===== src/rtl/ntc_pkg.sv =====
// shared types, type codes and helper functions of the numeric type converter
package ntc_pkg;

  localparam logic [2:0] TY_BYTE = 3'd0;
  localparam logic [2:0] TY_HALF = 3'd1;
  localparam logic [2:0] TY_FULL = 3'd2;
  localparam logic [2:0] TY_SING = 3'd3;
  localparam logic [2:0] TY_DOUB = 3'd4;
  localparam logic [2:0] TY_COMP = 3'd5;

  localparam logic [0:0] REG_SRC_TYPE = 1'b0;
  localparam logic [0:0] REG_DST_TYPE = 1'b1;

  typedef struct packed {
    logic [2:0] src_type;
    logic [2:0] dst_type;
  } cfg_t;

  // after unpack and leading zero count
  typedef struct packed {
    logic               byp;
    logic [63:0]        byp_val;
    logic               byp_err;
    logic               sgn;
    logic [52:0]        mant;
    logic signed [11:0] exp;
    logic [5:0]         lz;
    logic               last;
  } s1_t;

  // after normalization
  typedef struct packed {
    logic               byp;
    logic [63:0]        byp_val;
    logic               byp_err;
    logic               sgn;
    logic [52:0]        nm;
    logic signed [11:0] e;
    logic               last;
  } s2_t;

  // after alignment shift
  typedef struct packed {
    logic               byp;
    logic [63:0]        byp_val;
    logic               byp_err;
    logic               sgn;
    logic [52:0]        q;
    logic               guard;
    logic               sticky;
    logic signed [11:0] ep;
    logic               huge;
    logic               last;
  } s3_t;

  function automatic logic [63:0] type_mask(logic [2:0] t);
    logic [63:0] m;
    case (t)
      TY_BYTE: m = 64'h0000_0000_0000_00FF;
      TY_HALF: m = 64'h0000_0000_0000_FFFF;
      TY_FULL, TY_SING: m = 64'h0000_0000_FFFF_FFFF;
      default: m = 64'hFFFF_FFFF_FFFF_FFFF;
    endcase
    return m;
  endfunction

  // saturation value of an integer type, by sign
  function automatic logic [63:0] sat_val(logic [2:0] t, logic neg);
    logic [63:0] v;
    case (t)
      TY_BYTE: v = neg ? 64'h0 : 64'hFF;
      TY_HALF: v = neg ? 64'h8000 : 64'h7FFF;
      default: v = neg ? 64'h8000_0000 : 64'h7FFF_FFFF;
    endcase
    return v;
  endfunction

endpackage


===== src/rtl/ntc_if.sv =====
// stream interfaces of the converter: input element and result element
interface ntc_in_if;
  logic        valid;
  logic        ready;
  logic [63:0] src_bits;
  logic        last_in;
  modport source (output valid, output src_bits, output last_in, input ready);
  modport sink (input valid, input src_bits, input last_in, output ready);
endinterface

interface ntc_out_if;
  logic        valid;
  logic        ready;
  logic [63:0] dst_bits;
  logic        range_error;
  logic        last_out;
  modport source (output valid, output dst_bits, output range_error, output last_out,
                  input ready);
  modport sink (input valid, input dst_bits, input range_error, input last_out,
                output ready);
endinterface


===== src/rtl/ntc_unpack.sv =====
// stage one: operand unpack, special cases and leading zero count
module ntc_unpack (
  input  logic          clk,
  input  logic          rst_n,
  input  ntc_pkg::cfg_t cfg,
  ntc_in_if.sink        in_ch,
  output logic          dn_valid,
  input  logic          dn_ready,
  output ntc_pkg::s1_t  dn_data
);
  import ntc_pkg::*;

  function automatic logic [5:0] lead_zeros(logic [52:0] m);
    logic [5:0] c;
    c = 6'd0;
    for (int i = 0; i < 53; i++) begin
      if (m[i]) c = 6'(52 - i);
    end
    return c;
  endfunction

  logic        v_r;
  s1_t         d_r, d_nxt;
  logic [2:0]  st, dt;
  logic [63:0] src, sv, mag;
  logic [10:0] ex;
  logic [51:0] frac;
  logic        s_dbl, d_dbl, e_max, e_zero, f_zero;

  always_comb begin
    st    = cfg.src_type;
    dt    = cfg.dst_type;
    src   = in_ch.src_bits;
    s_dbl = (st == TY_DOUB);
    d_dbl = (dt == TY_DOUB);
    sv    = 64'd0;
    mag   = 64'd0;
    if (s_dbl) begin
      ex   = src[62:52];
      frac = src[51:0];
    end else begin
      ex   = {3'd0, src[30:23]};
      frac = {29'd0, src[22:0]};
    end
    e_max  = s_dbl ? (ex == 11'h7FF) : (ex[7:0] == 8'hFF);
    e_zero = (ex == 11'd0);
    f_zero = (frac == 52'd0);

    d_nxt         = '0;
    d_nxt.byp     = 1'b1;
    d_nxt.last    = in_ch.last_in;
    if (st > TY_COMP || dt > TY_COMP) begin
      d_nxt.byp_val = 64'd0;
    end else if (st == dt) begin
      d_nxt.byp_val = src & type_mask(st);
    end else if (st <= TY_FULL) begin
      case (st)
        TY_BYTE: sv = {56'd0, src[7:0]};
        TY_HALF: sv = {{48{src[15]}}, src[15:0]};
        default: sv = {{32{src[31]}}, src[31:0]};
      endcase
      if (dt <= TY_FULL) begin
        d_nxt.byp_val = sv & type_mask(dt);
      end else if (sv != 64'd0) begin
        d_nxt.byp  = 1'b0;
        d_nxt.sgn  = sv[63];
        mag        = sv[63] ? (64'd0 - sv) : sv;
        d_nxt.mant = {21'd0, mag[31:0]};
        d_nxt.exp  = 12'sd0;
      end
    end else begin
      d_nxt.sgn = s_dbl ? src[63] : src[31];
      if (dt <= TY_FULL) begin
        if (e_max && !f_zero) begin
          d_nxt.byp_err = 1'b1;
        end else if (e_max) begin
          d_nxt.byp_err = 1'b1;
          d_nxt.byp_val = sat_val(dt, d_nxt.sgn);
        end else if (!(e_zero && f_zero)) begin
          d_nxt.byp = 1'b0;
        end
      end else if (s_dbl == d_dbl) begin
        d_nxt.byp_val = {32'd0, src[31:0]};
      end else if (d_dbl) begin
        // single to double
        if (e_max && !f_zero) begin
          d_nxt.byp_val = {d_nxt.sgn, 11'h7FF, frac[22:0] | 23'h40_0000, 29'd0};
        end else if (e_max) begin
          d_nxt.byp_val = {d_nxt.sgn, 11'h7FF, 52'd0};
        end else if (e_zero && f_zero) begin
          d_nxt.byp_val = {d_nxt.sgn, 63'd0};
        end else begin
          d_nxt.byp = 1'b0;
        end
      end else begin
        // double to single
        if (e_max && !f_zero) begin
          d_nxt.byp_val = {32'd0, d_nxt.sgn, 8'hFF, 1'b1, frac[50:29]};
        end else if (e_max) begin
          d_nxt.byp_val = {32'd0, d_nxt.sgn, 8'hFF, 23'd0};
        end else if (e_zero && f_zero) begin
          d_nxt.byp_val = {32'd0, d_nxt.sgn, 31'd0};
        end else begin
          d_nxt.byp = 1'b0;
        end
      end
      if (s_dbl) begin
        d_nxt.mant = {!e_zero, frac};
        d_nxt.exp  = e_zero ? -12'sd1074 : ($signed({1'b0, ex}) - 12'sd1075);
      end else begin
        d_nxt.mant = {29'd0, !e_zero, frac[22:0]};
        d_nxt.exp  = e_zero ? -12'sd149 : ($signed({4'd0, ex[7:0]}) - 12'sd150);
      end
    end
    d_nxt.lz = lead_zeros(d_nxt.mant);
  end

  assign in_ch.ready = !v_r || dn_ready;

  always_ff @(posedge clk) begin
    if (!rst_n) begin
      v_r <= 1'b0;
    end else if (in_ch.ready) begin
      v_r <= in_ch.valid;
    end
  end

  always_ff @(posedge clk) begin
    if (in_ch.ready && in_ch.valid) begin
      d_r <= d_nxt;
    end
  end

  assign dn_valid = v_r;
  assign dn_data  = d_r;
endmodule


===== src/rtl/ntc_norm.sv =====
// stages two and three: normalizing shift, then alignment shift with guard and sticky
module ntc_norm (
  input  logic          clk,
  input  logic          rst_n,
  input  ntc_pkg::cfg_t cfg,
  input  logic          up_valid,
  output logic          up_ready,
  input  ntc_pkg::s1_t  up_data,
  output logic          dn_valid,
  input  logic          dn_ready,
  output ntc_pkg::s3_t  dn_data
);
  import ntc_pkg::*;

  logic               v2_r, v3_r, rdy2, rdy3;
  s2_t                d2_r, d2_nxt;
  s3_t                d3_r, d3_nxt;
  logic signed [12:0] e13, emin13, s13;
  logic [5:0]         sh;
  logic [52:0]        gtmp, lowmask;
  logic               d_dbl;

  // normalize so the leading one sits at bit 52
  always_comb begin
    d2_nxt.byp     = up_data.byp;
    d2_nxt.byp_val = up_data.byp_val;
    d2_nxt.byp_err = up_data.byp_err;
    d2_nxt.sgn     = up_data.sgn;
    d2_nxt.last    = up_data.last;
    d2_nxt.nm      = up_data.mant << up_data.lz;
    d2_nxt.e       = up_data.exp + 12'sd52 - $signed({6'd0, up_data.lz});
  end

  // right shift toward the target precision or the integer point
  always_comb begin
    d_dbl  = (cfg.dst_type == TY_DOUB);
    e13    = {d2_r.e[11], d2_r.e};
    emin13 = d_dbl ? -13'sd1022 : -13'sd126;
    d3_nxt.byp     = d2_r.byp;
    d3_nxt.byp_val = d2_r.byp_val;
    d3_nxt.byp_err = d2_r.byp_err;
    d3_nxt.sgn     = d2_r.sgn;
    d3_nxt.last    = d2_r.last;
    d3_nxt.huge    = 1'b0;
    d3_nxt.ep      = d2_r.e;
    if (cfg.dst_type <= TY_FULL) begin
      d3_nxt.huge = (e13 > 13'sd31);
      s13 = (e13 < 13'sd0) ? 13'sd55 : (13'sd52 - e13);
    end else if (e13 < emin13) begin
      d3_nxt.ep = emin13[11:0];
      s13 = (d_dbl ? 13'sd0 : 13'sd29) + (emin13 - e13);
    end else begin
      s13 = d_dbl ? 13'sd0 : 13'sd29;
    end
    if (s13 > 13'sd55) begin
      sh = 6'd55;
    end else if (s13 < 13'sd0) begin
      sh = 6'd0;
    end else begin
      sh = s13[5:0];
    end
    d3_nxt.q      = d2_r.nm >> sh;
    gtmp          = d2_r.nm >> (sh - 6'd1);
    lowmask       = (sh < 6'd2) ? 53'd0 : ((53'd1 << (sh - 6'd1)) - 53'd1);
    d3_nxt.guard  = (sh != 6'd0) && gtmp[0];
    d3_nxt.sticky = |(d2_r.nm & lowmask);
  end

  assign rdy3     = !v3_r || dn_ready;
  assign rdy2     = !v2_r || rdy3;
  assign up_ready = rdy2;

  always_ff @(posedge clk) begin
    if (!rst_n) begin
      v2_r <= 1'b0;
      v3_r <= 1'b0;
    end else begin
      if (rdy2) v2_r <= up_valid;
      if (rdy3) v3_r <= v2_r;
    end
  end

  always_ff @(posedge clk) begin
    if (rdy2 && up_valid) d2_r <= d2_nxt;
    if (rdy3 && v2_r) d3_r <= d3_nxt;
  end

  assign dn_valid = v3_r;
  assign dn_data  = d3_r;
endmodule


===== src/rtl/ntc_pack.sv =====
// stage four: rounding, saturation, packing and the output register
module ntc_pack (
  input  logic          clk,
  input  logic          rst_n,
  input  ntc_pkg::cfg_t cfg,
  input  logic          up_valid,
  output logic          up_ready,
  input  ntc_pkg::s3_t  up_data,
  ntc_out_if.source     out_ch
);
  import ntc_pkg::*;

  logic               v_r;
  logic [63:0]        res_r, res_nxt;
  logic               err_r, err_nxt, last_r;
  logic [2:0]         dt;
  logic signed [33:0] iv, lo, hi;
  logic [53:0]        qr, qn;
  logic               rup, ovf;
  logic signed [12:0] en, biased;

  always_comb begin
    dt      = cfg.dst_type;
    res_nxt = up_data.byp_val;
    err_nxt = up_data.byp_err;
    iv      = up_data.sgn ? -$signed({2'b0, up_data.q[31:0]})
                          : $signed({2'b0, up_data.q[31:0]});
    case (dt)
      TY_BYTE: begin lo = 34'sd0;          hi = 34'sd255;        end
      TY_HALF: begin lo = -34'sd32768;      hi = 34'sd32767;      end
      default: begin lo = -34'sd2147483648; hi = 34'sd2147483647; end
    endcase
    rup    = up_data.guard && (up_data.sticky || up_data.q[0]);
    qr     = {1'b0, up_data.q} + {53'd0, rup};
    ovf    = (dt == TY_DOUB) ? qr[53] : qr[24];
    qn     = ovf ? (qr >> 1) : qr;
    en     = {up_data.ep[11], up_data.ep} + {12'd0, ovf};
    biased = en + ((dt == TY_DOUB) ? 13'sd1023 : 13'sd127);
    if (!up_data.byp) begin
      if (dt <= TY_FULL) begin
        if (up_data.huge) begin
          err_nxt = 1'b1;
          res_nxt = sat_val(dt, up_data.sgn);
        end else if (iv < lo) begin
          err_nxt = 1'b1;
          res_nxt = 64'(lo) & type_mask(dt);
        end else if (iv > hi) begin
          err_nxt = 1'b1;
          res_nxt = 64'(hi);
        end else begin
          res_nxt = {{30{iv[33]}}, iv} & type_mask(dt);
        end
      end else if (dt == TY_DOUB) begin
        if (!qn[52]) begin
          res_nxt = {up_data.sgn, 11'd0, qn[51:0]};
        end else if (biased >= 13'sd2047) begin
          res_nxt = {up_data.sgn, 11'h7FF, 52'd0};
        end else begin
          res_nxt = {up_data.sgn, biased[10:0], qn[51:0]};
        end
      end else begin
        if (!qn[23]) begin
          res_nxt = {32'd0, up_data.sgn, 8'd0, qn[22:0]};
        end else if (biased >= 13'sd255) begin
          res_nxt = {32'd0, up_data.sgn, 8'hFF, 23'd0};
        end else begin
          res_nxt = {32'd0, up_data.sgn, biased[7:0], qn[22:0]};
        end
      end
    end
  end

  assign up_ready = !v_r || out_ch.ready;

  always_ff @(posedge clk) begin
    if (!rst_n) begin
      v_r <= 1'b0;
    end else if (up_ready) begin
      v_r <= up_valid;
    end
  end

  always_ff @(posedge clk) begin
    if (up_ready && up_valid) begin
      res_r  <= res_nxt;
      err_r  <= err_nxt;
      last_r <= up_data.last;
    end
  end

  assign out_ch.valid       = v_r;
  assign out_ch.dst_bits    = res_r;
  assign out_ch.range_error = err_r;
  assign out_ch.last_out    = last_r;
endmodule


===== src/rtl/numeric_type_converter_unit.sv =====
// top level of the numeric type converter: configuration registers and the four-stage pipeline
// Converts one element per clock, while the output is not stalled, between byte, half
// (16-bit signed), full (32-bit signed), single, double and complex (two singles, real part
// in bits 31:0). Each element passes four register stages, in this order: unpack and
// leading zero count, normalizing shift, alignment shift, then rounding and saturation. A
// new request may enter every cycle while the output is not stalled; each stage holds its
// item while the stage after it is full, so a stalled output backs up the pipeline. Source
// and destination types are written over the APB port at byte addresses 0 and 4; the user
// must write them only while the pipeline is empty, which the block itself does not enforce.
module numeric_type_converter_unit (
  input  logic        clk,
  input  logic        rst_n,
  ntc_in_if.sink      in_ch,
  ntc_out_if.source   out_ch,
  input  logic        cfg_psel,
  input  logic        cfg_penable,
  input  logic        cfg_pwrite,
  input  logic [2:0]  cfg_paddr,
  input  logic [31:0] cfg_pwdata,
  output logic [31:0] cfg_prdata,
  output logic        cfg_pready
);
  import ntc_pkg::*;

  // configuration registers
  logic [2:0] src_type_r, dst_type_r;
  cfg_t       cfg;
  logic       wr_en;

  // stage links
  logic v1, r1, v3, r3;
  s1_t  d1;
  s3_t  d3;

  assign cfg_pready = 1'b1;
  assign wr_en      = cfg_psel && cfg_penable && cfg_pwrite;

  // register select by address bit two; low bits of the address are ignored
  always_ff @(posedge clk) begin
    if (!rst_n) begin
      src_type_r <= TY_BYTE;
      dst_type_r <= TY_HALF;
    end else if (wr_en) begin
      unique case (cfg_paddr[2])
        REG_SRC_TYPE: src_type_r <= cfg_pwdata[2:0];
        REG_DST_TYPE: dst_type_r <= cfg_pwdata[2:0];
        default: ;
      endcase
    end
  end

  always_comb begin
    unique case (cfg_paddr[2])
      REG_SRC_TYPE: cfg_prdata = {29'd0, src_type_r};
      REG_DST_TYPE: cfg_prdata = {29'd0, dst_type_r};
      default:      cfg_prdata = 32'd0;
    endcase
  end

  assign cfg.src_type = src_type_r;
  assign cfg.dst_type = dst_type_r;

  // stage one: unpack, special values, leading zeros
  ntc_unpack u_unpack (
    .clk      (clk),
    .rst_n    (rst_n),
    .cfg      (cfg),
    .in_ch    (in_ch),
    .dn_valid (v1),
    .dn_ready (r1),
    .dn_data  (d1)
  );

  // stages two and three: normalize and align
  ntc_norm u_norm (
    .clk      (clk),
    .rst_n    (rst_n),
    .cfg      (cfg),
    .up_valid (v1),
    .up_ready (r1),
    .up_data  (d1),
    .dn_valid (v3),
    .dn_ready (r3),
    .dn_data  (d3)
  );

  // stage four: round, saturate, pack into the result register
  ntc_pack u_pack (
    .clk      (clk),
    .rst_n    (rst_n),
    .cfg      (cfg),
    .up_valid (v3),
    .up_ready (r3),
    .up_data  (d3),
    .out_ch   (out_ch)
  );

  // range errors come only from conversions of floating point sources into integer types
  a_err_int_only: assert property (@(posedge clk) disable iff (!rst_n)
    out_ch.valid && out_ch.range_error |-> dst_type_r <= TY_FULL && src_type_r >= TY_SING)
    else $error("range error on a conversion that cannot saturate");

  // byte results have nothing above bit seven
  a_byte_clean: assert property (@(posedge clk) disable iff (!rst_n)
    out_ch.valid && dst_type_r == TY_BYTE |-> out_ch.dst_bits[63:8] == 56'd0)
    else $error("byte result with high bits set");

  // single and complex results keep the upper word zero unless passed through as complex
  a_single_clean: assert property (@(posedge clk) disable iff (!rst_n)
    out_ch.valid && (dst_type_r == TY_SING || (dst_type_r == TY_COMP && src_type_r != TY_COMP))
    |-> out_ch.dst_bits[63:32] == 32'd0)
    else $error("single result with upper word set");

  // unused type codes give a zero result
  a_bad_code: assert property (@(posedge clk) disable iff (!rst_n)
    out_ch.valid && (src_type_r > TY_COMP || dst_type_r > TY_COMP)
    |-> out_ch.dst_bits == 64'd0 && !out_ch.range_error)
    else $error("unused type code gave a nonzero result");
endmodule

===== src/flat_wrapper.sv =====
// flat-port wrapper written by rule: the top's interface ports become plain ports
module numeric_type_converter_unit_flat import ntc_pkg::*;
  (clk, rst_n, cfg_psel, cfg_penable, cfg_pwrite, cfg_paddr, cfg_pwdata, cfg_prdata, cfg_pready, in_ch_valid, in_ch_src_bits, in_ch_last_in, in_ch_ready, out_ch_valid, out_ch_dst_bits, out_ch_range_error, out_ch_last_out, out_ch_ready);
  ntc_in_if in_ch_i ();
  ntc_out_if out_ch_i ();
  input  logic clk;
  input  logic rst_n;
  input  logic cfg_psel;
  input  logic cfg_penable;
  input  logic cfg_pwrite;
  input  logic [2:0] cfg_paddr;
  input  logic [31:0] cfg_pwdata;
  output logic [31:0] cfg_prdata;
  output logic cfg_pready;
  input wire logic [$bits(in_ch_i.valid)-1:0] in_ch_valid;
  input wire logic [$bits(in_ch_i.src_bits)-1:0] in_ch_src_bits;
  input wire logic [$bits(in_ch_i.last_in)-1:0] in_ch_last_in;
  output wire logic [$bits(in_ch_i.ready)-1:0] in_ch_ready;
  output wire logic [$bits(out_ch_i.valid)-1:0] out_ch_valid;
  output wire logic [$bits(out_ch_i.dst_bits)-1:0] out_ch_dst_bits;
  output wire logic [$bits(out_ch_i.range_error)-1:0] out_ch_range_error;
  output wire logic [$bits(out_ch_i.last_out)-1:0] out_ch_last_out;
  input wire logic [$bits(out_ch_i.ready)-1:0] out_ch_ready;
  assign in_ch_i.valid = in_ch_valid;
  assign in_ch_i.src_bits = in_ch_src_bits;
  assign in_ch_i.last_in = in_ch_last_in;
  assign in_ch_ready = in_ch_i.ready;
  assign out_ch_valid = out_ch_i.valid;
  assign out_ch_dst_bits = out_ch_i.dst_bits;
  assign out_ch_range_error = out_ch_i.range_error;
  assign out_ch_last_out = out_ch_i.last_out;
  assign out_ch_i.ready = out_ch_ready;
  numeric_type_converter_unit u_core (.clk(clk), .rst_n(rst_n), .in_ch(in_ch_i), .out_ch(out_ch_i), .cfg_psel(cfg_psel), .cfg_penable(cfg_penable), .cfg_pwrite(cfg_pwrite), .cfg_paddr(cfg_paddr), .cfg_pwdata(cfg_pwdata), .cfg_prdata(cfg_prdata), .cfg_pready(cfg_pready));
endmodule

===== config.mk =====
export PLATFORM = sky130hd
export DESIGN_NAME = numeric_type_converter_unit_flat
export DESIGN_NICKNAME = d
export VERILOG_FILES = /design/src/rtl/ntc_pkg.sv /design/src/rtl/ntc_if.sv /design/src/rtl/ntc_unpack.sv /design/src/rtl/ntc_norm.sv /design/src/rtl/ntc_pack.sv /design/src/rtl/numeric_type_converter_unit.sv /design/src/flat_wrapper.sv
export SDC_FILE = /design/constraint.sdc
export NUM_CORES = 2
export LEC_CHECK = 0
export CORE_MARGIN = 10
export CORE_UTILIZATION = 25
export DETAILED_ROUTE_END_ITERATION = 8
export DONT_BUFFER_PORTS = 1
export PLACE_DENSITY = 0.37
export SYNTH_ARGS = -nofsm -noshare
export SYNTH_HDL_FRONTEND = slang
export SYNTH_SLANG_ARGS = --single-unit

===== constraint.sdc =====
create_clock -name clk -period 18.96 [get_ports clk]
set_input_delay 0.948 -clock clk [delete_from_list [all_inputs] [get_ports clk]]
set_output_delay 0.948 -clock clk [all_outputs]
set_load 0.01 [all_outputs]

# --- Word-level counts from Yosys, hierarchy flattened ---
# Index checks and enable logic that the tools add are counted.
totals:
  ff_bits: 484
  word_cells: 277
  latchBits: 0
  mem_count: 0
  out_inout_bits: 101
  romBits: 0
  ram_bits: 0
op_classes:
  n_addsub: 14
  multipliers: 0
  reduce_logical: 40
  order_cmp: 14
  bitwise_logic: 7
  shifts: 4
  n_eq_ne: 12
  div: 0
  n_mux: 147
ops:
  columns: ["op", "count"]
  rows:
  - ["64-bit 2-to-1 mux", 31]
  - ["65-bit 2-to-1 mux", 7]
  - ["64-bit case mux with 3 select lines", 2]
  - ["64-bit AND", 4]
  - ["66-bit 2-to-1 mux", 3]
  - ["32-bit 2-to-1 mux", 6]
  - ["32-bit case mux with 2 select lines", 3]
  - ["6-bit 2-to-1 mux", 23]
  - ["64-bit case mux with 2 select lines", 1]
  - ["63-bit 2-to-1 mux", 2]
  - ["53-bit 2-to-1 mux", 2]
  - ["5-bit 2-to-1 mux", 17]
  - ["34-bit case mux with 2 select lines", 1]
  - ["64-bit nonzero test", 1]
  - ["31-bit 2-to-1 mux", 2]
  - ["31-bit case mux with 2 select lines", 1]
  - ["53-bit by 1-bit adder with 54-bit output", 1]
  - ["53-bit AND", 1]
  - ["53-bit OR reduction", 1]
  - ["1-bit by 6-bit << shifter with 53-bit output (first input constant)", 1]
  - ["53-bit by 6-bit << shifter with 53-bit output", 1]
  - ["53-bit by 6-bit right shift with 1-bit output", 1]
  - ["53-bit by 6-bit right shift with 53-bit output", 1]
  - ["53-bit by 1-bit subtractor with 53-bit output (second input constant)", 1]
  - ["57 further kinds", 124]

# --- Logic depth before layout (Yosys ltp) ---
logic_depth:
  word_depth: 64
  ltp_mapped: 34
  ltp_nobuf: 31

# --- Hierarchy ---
# A second synthesis with hierarchy kept.
unflattened:
  hier_cells: 3925
  area_unflattened_um2: 36597.6
modules_own_cells:
  columns: ["module", "n_inst", "seq_area_each_um2", "cells_per_inst", "area_each_um2"]
  rows:
  - ["ntc_norm", 1, 8117.8, 1811, 18555.3]
  - ["ntc_unpack", 1, 4194.0, 1085, 9656.8]
  - ["ntc_pack", 1, 2001.9, 969, 7855.0]
  - ["numeric_type_converter_unit", 1, 120.1, 60, 530.5]

# --- Worst setup path after synthesis ---
# Ideal clock, no wire load.
synth_timing:
  kind: "input to register"
  startpoint: "in out_ch_ready"
  endpoint: "reg u_core.u_norm.d2_r[0] in the netlist's numbering, enable pin"
  setup_time_ns: 0.828
  arrival_time_ns: 10.847
  path_slack_ns: 7.286
  cell_stages: 3
  path_buffers: 0
  path_cell_list: "nor2b_1 -> and2_0 -> a21boi_0"
synth_via:
  elab_chain_cells: 4
synth_lines:
  columns: ["element", "line_no", "text"]
  rows:
  - ["from (decl)", "flat_wrapper.sv:23", "input wire logic [$bits(out_ch_i.ready)-1:0] out_ch_ready;"]
  - ["1-bit logical OR", "ntc_pack.sv:73", "assign up_ready = !v_r || out_ch.ready;"]
  - ["1-bit logical OR", "ntc_norm.sv:69", "assign rdy3 = !v3_r || dn_ready;"]
  - ["1-bit logical OR", "ntc_norm.sv:70", "assign rdy2 = !v2_r || rdy3;"]
  - ["1-bit logical AND", "ntc_norm.sv:84", "if (rdy2 && up_valid) d2_r <= d2_nxt;"]
  - ["to (signal assigned)", "ntc_norm.sv:84", null]
  - ["to (decl)", "ntc_norm.sv:16", "s2_t d2_r, d2_nxt;"]
# Every way passes these cells.
# A chain may end at the register's enable or synchronous reset.

==> flow_summary.ini <==
[global_routing]
met2_usage_pct = 28.7
overflow = 0
grt_pass1_wl_microns = 207000
grtUsageTotal_pct = 18.1
top_usage_layer = met2
grtUsageMet1_pct = 25.1
met3_usage_pct = 3.70
grt_pass1_vias = 28100
antenna_found_initial = 9
grt_max_degree = 79

[logic_synthesis]
syn_inst = 3692
synth_top_area_share_pct = 41.3
yosysWarnings = 0
yosysMostFrequentCell = edfxtp_1
avgSynthCellArea_sq_um = 9.34
synth_common_cells = edfxtp_1 (474), nand2_1 (458), nor2_1 (333), a21oi_1 (257), o21ai_0 (239)
synthesis.area_sq_um = 34500
ys.flop_type = edfxtp_1
ys_seq_elements = 484
yosysSeqAreaShare_pct = 41.8
synth-edff-count = 474
synth_top_cell_by_area = edfxtp_1
synth_async_sr_flop_share_pct = 0
synthDistinctLibCells = 112
synthTopCellsByArea = edfxtp_1 (41%), mux2i_1 (6.7%), nand2_1 (5.0%)

[sta]
worstMarginPinSlew_ns = 1.27
min_period_ns = 9.85
slew_violations = 0
hold_violations = 0
fmax_mhz = 102
slew_headroom_pct = 15.1
setup_viol = 0
grt_setup_unrepaired = false
fin_worst_skew_ns = 0.0206
tns_ns = 0
period_share_pct = 51.9

[final_layout]
multiInputGateArea_sq_um = 18600
drive_gt1_share_pct = 8.77
layout.nets = 3753
nFillCells = 14500
final_cell_area_sq_um = 38200
final_util_pct = 27.8
seqCellArea_sq_um = 14400
syn_to_final_growth_pct = 10.7

[place]
gp_congestion = 0.903
hpwl_microns = 110000
placed_area_sq_um = 36300
port_buffers = 0

[route]
viasPerCell = 5.30
ant_nets = 0
dr.first_iter.drc_count = 2731
num_vias = 28600
drt_first_pass_iters = 6
drt_wl_total_microns = 144000
post_drt_wl_per_cell_microns = 26.6
post-route-drc-count = 0

[clock_network]
cts_setup_buffers = 0
root_buffer = clkbuf_16
clk_latency_ns = 0.65
path_clk_slew_ns = 0.06
cts.htree.levels = 2
cts_made_buffers = 56
tritoncts = built
hold_buffers = 0
cts_sinks = 484
cts_buffer_depth = 3
cts-resized-gates = 0

[setup_path]
required_ns = 19.29
critPathKind = reg -> reg
critPathCaptureType = flop
crit_arrival_ns = 10.17
slowest_stage = buf_4
cp_max_fo = 65
ff2ff_setup_slack_ns = 9.11
cp_slowest_stage_delay_ns = 0.70
cp-start-kind = flop

[floorplan]
ios = 208
die_height_microns = 391
rows = 136
die_w_microns = 391
start_util_pct = 25.1
die_area_sq_um = 153000
coreArea_sq_um = 137000

[flow_run]
cap_violations = 0

[power]
powerDensity_nw_per_um2 = 89.0
leakagePower_nw = 13.8
vdd.ir_drop.worst_mv = 0.0671

[run_status]
status = completed

[hold_path]
hp-class = in -> reg
logic make-up after synthesis:
logic type               share of synthesized area, %
AND/OR/NAND/NOR                                  17.0
AO/OA/AOI/OAI                                    19.0
flip-flops                                       41.8
buffers and inverters                            5.03
multiplexers                                     10.5
XOR/XNOR                                         3.42
adder cells (fa/ha/maj)                          3.29
other                                          0.0218
per-layer routing:
metal	wire length, microns	part of all wire (%)	vias up
met5	0	0	-
met3	9340	6.5	169
met4	3420	2.4	0
met2	64500	45	874
met1	66300	46	14100
li1	-	-	13500
flip-flops by register name (all words and copies together) (netlist names):
register,flops
u_core.dst_type_r,3
u_core.u_pack.out_ch.range_error,1
u_core.src_type_r,3
u_core.u_norm.v2_r,1
u_core.u_pack.out_ch.valid,1
u_core.u_unpack.dn_valid,1
u_core.u_pack.out_ch.last_out,1
u_core.u_pack.out_ch.dst_bits,64
u_core.u_norm.dn_data,136
u_core.u_norm.dn_valid,1
u_core.u_norm.d2_r,133
u_core.u_unpack.dn_data,139
report_power, final:
| part | internal (mW) | total, mW | switching, mW |
|---|---|---|---|
| clock | 0.652 | 1.12 | 0.467 |
| combinational | 0.326 | 0.956 | 0.630 |
| sequential | 1.25 | 1.32 | 0.0733 |
| total | 2.23 | 3.40 | 1.17 |
cells in the final DEF, fill, tap and decap left out, types with 38 or more instances in the layout:
cell type and instances:
edfxtp_1 474, a31oi_1 47, buf_4 71, a211oi_1 55, nand3_1 101, nor3_1 61
and2_1 38, a21oi_1 254, a21o_1 39, xor2_1 64, mux2i_1 231, nand2_1 458
clkbuf_16 57, nor2b_1 40, ha_1 89, xnor2_1 68, o21ai_0 239, nand4_1 48
o31ai_1 38, inv_1 121, a22oi_1 49, mux4_2 47, nor2_1 332
stage by stage:
| step | total power, mW | hold WS, ns | instances | worst slack, ns |
|---|---|---|---|---|
| after floorplan | 1.99 | 0.400 | 3720 | 7.29 |
| after global placement | 2.31 | 0.401 | 5292 | 9.07 |
| after detailed placement | 2.30 | 0.405 | 5292 | 9.10 |
| after CTS | 3.44 | 0.320 | 5398 | 9.12 |
| after global routing | 3.57 | 0.351 | 5399 | 8.58 |
| final | 3.40 | 0.366 | 5399 | 9.11 |
worst max-delay path, delay by kind of cell (launching register included):
kind / cells / cell delay [ns]
buffers and inverters: 7 / 2.03
adders and majority gates: 4 / 1.52
and+or+nand+nor: 12 / 2.72
AOI/OAI and AO/OA: 10 / 2.88
DFF: 1 / 0.30
area by class of cell:
cell class                 count  area share (%)
timing repair buffer          71            1.40
clock inverter                43            1.19
clock buffer                  63            3.80
antenna                        1         0.00656
inverter                     126            1.24
tap                         1794            5.88
sequential                   484            37.8
multi-input combinational   2817            48.7
worst paths after layout:
path                                     startpoint                                   to  cells after the start
hold reg to reg     u_core.u_norm.d2_r[0]$_DFFE_PP_   u_core.u_norm.dn_data[0]$_DFFE_PP_                      0
setup / recovery  u_core.dst_type_r[0]$_SDFFE_PN1P_  u_core.u_norm.dn_data[14]$_DFFE_PP_                     33
setup reg to reg  u_core.dst_type_r[0]$_SDFFE_PN1P_  u_core.u_norm.dn_data[14]$_DFFE_PP_                     33
hold / removal                                rst_n    u_core.dst_type_r[0]$_SDFFE_PN1P_                      1
No activity file was read; power rests on OpenSTA's default activity.
